[config.mk]
export PLATFORM = sky130hd
export DESIGN_NAME = ipsa_ctrl
export DESIGN_NICKNAME = d
export VERILOG_FILES = /design/src/rtl/ipsa_pkg.sv /design/src/rtl/ipsa_ctrl.sv
export SDC_FILE = /design/constraint.sdc
export NUM_CORES = 1
export LEC_CHECK = 0
export BUFFER_PORTS_ARGS = -buffer_cell sky130_fd_sc_hd__buf_2
export CORE_AREA = 2 2 39 41
export DETAILED_ROUTE_END_ITERATION = 8
export DIE_AREA = 0 0 41 43
export PLACE_DENSITY = 0.5
export SYNTH_ARGS = -nofsm -noshare
export SYNTH_HDL_FRONTEND = slang
export SYNTH_SLANG_ARGS = --single-unit
[constraint.sdc]
create_clock -name clk_i -period 1.3 [get_ports clk_i]
set_input_delay 0.065 -clock clk_i [delete_from_list [all_inputs] [get_ports clk_i]]
set_output_delay 0.065 -clock clk_i [all_outputs]
set_load 0.005 [all_outputs]
[src/rtl/ipsa_pkg.sv]
`default_nettype none
// ----------------------------------------------------------------------------
// ipsa_pkg
// Shared types, codes and sizes of the security association table.
// ----------------------------------------------------------------------------
package ipsa_pkg;

  localparam int unsigned TABLE_DEPTH = 16;
  localparam int unsigned ADDR_WIDTH  = 32;
  localparam int unsigned IDX_W       = (TABLE_DEPTH > 1) ? $clog2(TABLE_DEPTH) : 1;
  localparam int unsigned CNT_W       = $clog2(TABLE_DEPTH + 1);
  localparam int unsigned CFG_W       = 5;
  localparam int unsigned REQ_W       = 3;
  localparam int unsigned STAT_W      = 4;

  typedef enum logic [REQ_W-1:0] {
    REQ_INSTALL = 3'd0,
    REQ_ERASE   = 3'd1,
    REQ_INBOUND = 3'd2,
    REQ_OUT_ID  = 3'd3,
    REQ_OUT_POL = 3'd4,
    REQ_BY_ID   = 3'd5
  } req_e;

  typedef enum logic [STAT_W-1:0] {
    ST_INSTALLED = 4'd0,
    ST_REPLACED  = 4'd1,
    ST_INVALID   = 4'd2,
    ST_CONFLICT  = 4'd3,
    ST_FULL      = 4'd4,
    ST_ERASED    = 4'd5,
    ST_MISSING   = 4'd6,
    ST_FOUND     = 4'd7,
    ST_NOT_FOUND = 4'd8
  } status_e;

  // Match ranks of an inbound lookup.
  localparam logic [1:0] SPEC_NONE     = 2'd0;
  localparam logic [1:0] SPEC_SPI      = 2'd1;
  localparam logic [1:0] SPEC_DEST     = 2'd2;
  localparam logic [1:0] SPEC_SRC_DEST = 2'd3;

  typedef struct packed {
    logic [63:0]           id;
    logic [31:0]           policy;
    logic [31:0]           spi;
    logic                  proto;
    logic                  outbound;
    logic                  dest_present;
    logic [ADDR_WIDTH-1:0] dest;
    logic                  src_present;
    logic [ADDR_WIDTH-1:0] src;
    logic [63:0]           created;
  } entry_t;

  // Controller to datapath.
  typedef struct packed {
    logic load_req;
    logic scan_step;
    logic commit;
    logic shift_step;
  } cmd_t;

  // Datapath to controller.
  typedef struct packed {
    logic scan_done;
    logic erase_hit;
    logic shift_done;
  } sts_t;

endpackage
`default_nettype wire

[src/rtl/ipsa_ctrl.sv]
`default_nettype none
// ----------------------------------------------------------------------------
// ipsa_ctrl
// Request sequencer: accept, scan, decide and answer, close erase gaps.
// ----------------------------------------------------------------------------
module ipsa_ctrl (
  input  wire logic           clk_i,
  input  wire logic           rst_ni,
  input  wire logic           in_valid_i,
  output logic                in_ready_o,
  output logic                out_valid_o,
  input  wire logic           out_ready_i,
  output ipsa_pkg::cmd_t      cmd_o,
  input  wire ipsa_pkg::sts_t sts_i
);
  import ipsa_pkg::*;

  typedef enum logic [4:0] {
    S_IDLE   = 5'b00001,
    S_SCAN   = 5'b00010,
    S_DECIDE = 5'b00100,
    S_SHIFT  = 5'b01000,
    S_ANY    = 5'b10000
  } state_e;

  state_e state_q, state_d;
  logic   out_valid_q, out_valid_d;
  logic   out_free;

  assign out_free   = !out_valid_q || out_ready_i;
  assign in_ready_o = state_q == S_IDLE;

  assign cmd_o.load_req   = in_valid_i && in_ready_o;
  assign cmd_o.scan_step  = state_q == S_SCAN;
  assign cmd_o.commit     = (state_q == S_DECIDE) && out_free;
  assign cmd_o.shift_step = state_q == S_SHIFT;

  always_comb begin
    state_d = state_q;
    unique case (state_q)
      S_IDLE:   if (cmd_o.load_req) state_d = S_SCAN;
      S_SCAN:   if (sts_i.scan_done) state_d = S_DECIDE;
      S_DECIDE: if (out_free) state_d = sts_i.erase_hit ? S_SHIFT : S_IDLE;
      S_SHIFT:  if (sts_i.shift_done) state_d = S_IDLE;
      default:  state_d = S_IDLE;
    endcase
  end

  always_comb begin
    out_valid_d = out_valid_q;
    if (cmd_o.commit) begin
      out_valid_d = 1'b1;
    end else if (out_ready_i) begin
      out_valid_d = 1'b0;
    end
  end

  always_ff @(posedge clk_i or negedge rst_ni) begin
    if (!rst_ni) begin
      state_q     <= S_IDLE;
      out_valid_q <= 1'b0;
    end else begin
      state_q     <= state_d;
      out_valid_q <= out_valid_d;
    end
  end

  assign out_valid_o = out_valid_q;

endmodule
`default_nettype wire

==> summary.txt, run 1 <==
Area contributors post-synth - dfrtp_1, dfstp_2, nand2b_1
Routed len/inst - 11.5 um
CTS Buf Count - 3
Yosys Warn Count - 0
CTS H-tree depth - 1
Async SR Flop Fraction - 1.00
Worst Path Required - 1240 ps
Core area - 0.00138 mm2
Routability Congestion - 0.639
Sw frac - 0.343
Detailed-route via count - 309
Internal - 0.000672 W
Non-filler instance count after layout - 69
DP HPWL - 536 um
Root buffer cell - clkbuf_4
Leak Pwr - 0.251 nW
Share of synthesized cell area in full adder, half adder and majority cells - 0
Mux contribution to synthesized area - 0
TritonCTS clock tree - done
Final wirelength - 793 um
Rel. slew slack - 0.797
RSZ-0062 raised after global routing - true
Critical Path Fanout Max - 4
Dpl cell area - 377 um2
Layout cells sized above 1 - 0.642
Post-synth top area cell - dfrtp_1
Hold_ws - 9.94 ps
Dpl cells - 59
Slew of the pin with the lowest slew margin - 305 ps
Failing checks - negative setup slack
Port Buf Inserts - 12
Register bit total from synthesis - 5
Crit end category - primary output
Clock Skew - 4.65 ps
Post-synth EDFFs - 0
Fill count - 150
Post-route ant nets - 0
Die H - 43 um
Violation count after the first detailed-route iteration - 3
# DRC - 0
FP Rows - 14
Count of final hold-check violations - 0
Multi-input logic area - 181 um2
Main combinational cell family by area after synthesis - simple AND/OR/NAND/NOR gates
Number of global-route vias before repair - 305
Worst Setup Start Kind - flip-flop
Net Sw Power - 0.000352 W
Syn Nets - 40
P&R area growth vs syn - 57.0%
Drt first pass iters - 3
CP Class - reg2out
CTS sink count - 5
Starting Density - 0.225
Pwr/cell area - 2090 mW/mm2
Slew Limit Fails - 0
Initial antenna violation count - 0
Die area - 0.00176 mm2
Synth cell types - 21
Post-Syn Instances - 33
Fin nets - 61
Mapped Avg Cell Area - 9.44 um2
Global Route Usage Sum - 0.110
GR Overflow Total - 0
Die W - 41 um
Crit path DAT - 1310 ps
Final Cycle Share - 1.06
Synth Area in Compound Gates - 0.217
Total chip power - 0.00102 W
Final Critical Period - 1370 ps
Reg power frac - 0.301
Pin count of the biggest net entering global routing - 8
Post-synthesis sequential area ratio - 0.406
Most used DFF post-synth - dfrtp_1
Via density - 4.48
# IOs - 13
Hold/Removal Path Class - in2reg
Design area - 489 um2
Register area - 129 um2
Max_cap viols - 0
Reg clk slew, reported paths - 40 ps
Clock power share - 0.176
Simple-gate share of the synthesized area - 0.281
Status - finished, violations left
Xor-xnor portion of the synthesized cell area - 0
Share of the synthesized area in the top cell type - 0.321
Maximum vdd ir drop - 0.000892 V
Logic pwr share - 0.523
Clk Latency, worst-skew pair - 240 ps
Final Util - 0.354
CTS Buffer Depth - 2
Post-Synthesis Cell Area - 312 um2
Synth cell count leaders - dfrtp_1, inv_1, nand2b_1, nor2_1
First-pass GRT wire length - 1240 um
Final setup vio count - 5
# diodes - 0
Final worst-path setup slack - -71.6 ps
Peak Freq - 729 MHz
[through the flow]
stage / setup slack, ps / TNS, ps
after floorplan: 133 / 0
after global placement: 70.1 / 0
after detailed placement: 60.4 / 0
after CTS: -129 / -409
after global routing: -132 / -756
final: -71.6 / -252
[cells in the final DEF, fill, tap and decap left out, types with 2 or more instances in the layout]
| cell type | count |
|---|---|
| a21oi_1 | 2 |
| buf_2 | 11 |
| buf_4 | 4 |
| buf_6 | 2 |
| clkbuf_4 | 3 |
| dfrtp_1 | 2 |
| dfrtp_2 | 2 |
| inv_1 | 2 |
| inv_2 | 2 |
| nand2b_4 | 2 |
| nor2_2 | 2 |
[sequential cells by signal, summed over array words and instances (netlist names)]
register	count
state_q	4
out_valid_o	1
[final timing paths]
check                                       startpoint                      to  slack, ps  cells after the start
max in group asynchronous                       rst_ni  state_q[0]$_DFFE_PN1P_        930                      2
worst max-delay path            state_q[0]$_DFFE_PN1P_                cmd_o[1]        -70                      5
worst min register to register  state_q[3]$_DFFE_PN0P_  state_q[0]$_DFFE_PN1P_        660                      2
min in group asynchronous                       rst_ni  state_q[1]$_DFFE_PN0P_        160                      2
worst max register to register  state_q[0]$_DFFE_PN1P_  state_q[2]$_DFFE_PN0P_        -50                      6
worst min-delay path                        in_valid_i  state_q[0]$_DFFE_PN1P_         10                      2
[kinds of logic (layout without fill, tap and decap cells)]
kind of cell	Yosys count	in the layout
buffers and inverters	6	26
AOI/OAI and AO/OA	9	9
DFF	5	5
and+or+nand+nor	13	13
[area by class of cell]
cell class	count	area share
Clock buffer	4	0.0537
Inverter	4	0.0307
Multi-Input combinational cell	22	0.371
Sequential cell	5	0.263
Tap cell	16	0.0409
Timing Repair Buffer	18	0.240
[metal layers]
metal / vias up / GRT usage / wire, um
li1: 155 / - / -
met1: 143 / 0.135 / 344
met2: 11 / 0.147 / 387
met3: 0 / 0.0942 / 62
met4: 0 / 0.0200 / 0
met5: - / 0 / 0
[worst max-delay path, stage by stage (launching register included)]
cell and delay [ps]:
dfstp_2 580, buf_6 130, nor2_2 40, nand3b_1 130, nor2_2 60, buf_2 130
[timing repair]
action | 4_1_cts | 5_1_grt
gates resized for setup | 2 | 9
buffers inserted | 4 | 1
hold buffers | 1 | 0
pin swaps | 1 | 5
endpoints found under the setup margin | 5 | 8
hold endpoints to repair | 5 | 0
[power by group through the flow]
stage                     clock [W]  sequential (W)  combinational [W]
after floorplan                   0        0.000263           0.000256
after global routing       0.000198        0.000316           0.000585
after global placement            0        0.000284           0.000331
final                      0.000180        0.000308           0.000536
after CTS                  0.000187        0.000270           0.000477
after detailed placement          0        0.000281           0.000334
Note: power is estimated with default switching activity, not from simulation.
==> run 2: changes to the inputs <==
==> constraint.sdc (replaced) <==
create_clock -name clk_i -period 1.2 [get_ports clk_i]
set_input_delay 0.06 -clock clk_i [delete_from_list [all_inputs] [get_ports clk_i]]
set_output_delay 0.06 -clock clk_i [all_outputs]
set_load 0.005 [all_outputs]
==> summary.txt, run 2 (synthesis results as in run 1) <==
Status - finished, violations left
Failing checks - negative setup slack
Initial antenna violation count - 0 (unchanged)
Port Buf Inserts - 12 (unchanged)
Hold_ws - 14.1 ps (+4.21 ps)
Post-route ant nets - 0 (unchanged)
Worst Setup Start Kind - flip-flop
Pin count of the biggest net entering global routing - 7 (-1)
Maximum vdd ir drop - 0.000703 V (-21%)
Commonest non-fill, non-tap cell in the layout - buf_2
Cells along the critical path - buf_4, buf_6, nor4b_4, buf_2
Global Route Usage Sum - 0.115 (+0.00460)
Detailed-route via count - 326 (+5.5%)
Starting Density - 0.225 (unchanged)
CTS sink count - 5 (unchanged)
CP bufs+invs - 3 (+1)
GR Overflow Total - 0 (unchanged)
# DRC - 0 (unchanged)
Hold worst-path end - state_q[0]$_DFFE_PN1P_
Via density - 4.53 (+1.1%)
Reg clk slew, reported paths - 50 ps (about the same)
# IOs - 13 (unchanged)
Crit path DAT - 1330 ps (+20 ps)
Final Util - 0.375 (+0.0217)
# diodes - 0 (unchanged)
Leak Pwr - 0.268 nW (+6.6%)
Min-delay src - in_valid_i
Core area - 0.00138 mm2 (unchanged)
Cell class contributing the biggest share of worst-path delay - buffers and inverters
Final setup vio count - 7 (+2)
Root buffer cell - clkbuf_4
Peak Freq - 721 MHz
Reg2Reg Setup Slack - -90 ps (-40 ps)
Design area - 519 um2 (+6.1%)
Register area - 130 um2 (+0.97%)
Commonest cells after routing, fill and taps aside - buf_2, buf_4
Die W - 41 um (unchanged)
Dpl cell area - 407 um2 (+8.0%)
CTS H-tree depth - 1 (unchanged)
Worst Path Required - 1140 ps (-100 ps)
Fin nets - 64 (+4.9%)
Count of final hold-check violations - 0 (unchanged)
P&R area growth vs syn - 66.7%
TritonCTS clock tree - done
Multi-input logic area - 188 um2 (+3.4%)
FF-to-FF End - state_q[0]$_DFFE_PN1P_
CP Class - reg2out
Rel. slew slack - 0.793 (-0.00378)
Worst path slowest cell - dfstp_2
RSZ-0062 raised after global routing - true
Largest register FFs - 4 (unchanged)
Fill count - 143 (-4.7%)
Drt first pass iters - 2 (-1)
Final Cycle Share - 1.16
Slew of the pin with the lowest slew margin - 310 ps (+5.34 ps)
Number of global-route vias before repair - 308 (+0.98%)
Layout cells sized above 1 - 0.661 (+0.0192)
Worst r2r path cells - 5 (-1)
Hold depth - 2 (unchanged)
Final wirelength - 817 um (+3.0%)
Final worst-path setup slack - -187 ps (-115 ps)
Clk Latency, worst-skew pair - 250 ps (about the same)
Reg-to-Reg Start - state_q[0]$_DFFE_PN1P_
Die H - 43 um (unchanged)
First-pass GRT wire length - 1260 um (+1.6%)
Crit path from - state_q[0]$_DFFE_PN1P_
CTS Buffer Depth - 2 (unchanged)
Die area - 0.00176 mm2 (unchanged)
Final Critical Period - 1390 ps
Crit end category - primary output
FP Rows - 14 (unchanged)
Critical Path Fanout Max - 5 (+1)
Hold/Removal Path Class - in2reg
Clock Skew - 2.27 ps (-2.38 ps)
Total chip power - 0.00118 W (+15%)
Largest Register - state_q
CTS Buf Count - 3 (unchanged)
Routability Congestion - 0.707 (+11%)
Routed len/inst - 11.3 um (-1.3%)
Slew Limit Fails - 0 (unchanged)
Pwr/cell area - 2270 mW/mm2 (+8.2%)
DP HPWL - 581 um (+8.4%)
Violation count after the first detailed-route iteration - 3 (unchanged)
Max_cap viols - 0 (unchanged)
Delay of the slowest cell on the worst path - 380 ps (-200 ps)
[run 2: stage by stage]
step	std cells	setup TNS [ps]	setup WS [ps]
final	72	-813	-187
after global routing	72	-1330	-264
after CTS	71	-785	-167
after detailed placement	63	-68.3	-63.2
after global placement	63	-61.2	-61.2
after floorplan	33	0	33.0
[run 2: repair_timing]
| action | CTS | global route |
|---|---|---|
| hold endpoints to repair | 5 | 0 |
| setup endpoints to repair | 7 | 9 |
| hold buffers | 1 | 0 |
| resized for setup | 3 | 9 |
| setup buffers | 3 | 1 |
| pin swaps | 0 | 1 |
[run 2: worst max-delay path by stage]
stage	to	slack, ps	cells past startpoint
6_report	cmd_o[0]	-190	4
5_1_grt	cmd_o[3]	-260	4
4_1_cts	cmd_o[3]	-170	4
3_5_place_dp	state_q[0]$_DFFE_PN1P_	-60	4
3_3_place_gp	state_q[0]$_DFFE_PN1P_	-60	4
2_1_floorplan	state_q[2]$_DFFE_PN0P_	30	4
[run 2: final cells by class]
type / instances / area share
Multi-Input combinational cell: 22 / 0.361
Timing Repair Buffer: 21 / 0.270
Sequential cell: 5 / 0.251
Clock buffer: 4 / 0.0506
Tap cell: 16 / 0.0386
Inverter: 4 / 0.0289
[run 2: routing by layer]
metal  global-route usage  vias up  routed length (um)
met2                0.141       11                 380
met3               0.0785        5                  61
met4               0.0800        0                  29
met1                0.137      148                 345
met5                    0        -                   0
li1                     -      162                   -
[run 2: power breakdown]
part | internal [W] | switching [W]
sequential | 0.000239 | 0.0000717
combinational | 0.000408 | 0.000253
clock | 0.000126 | 0.0000784
total | 0.000774 | 0.000403
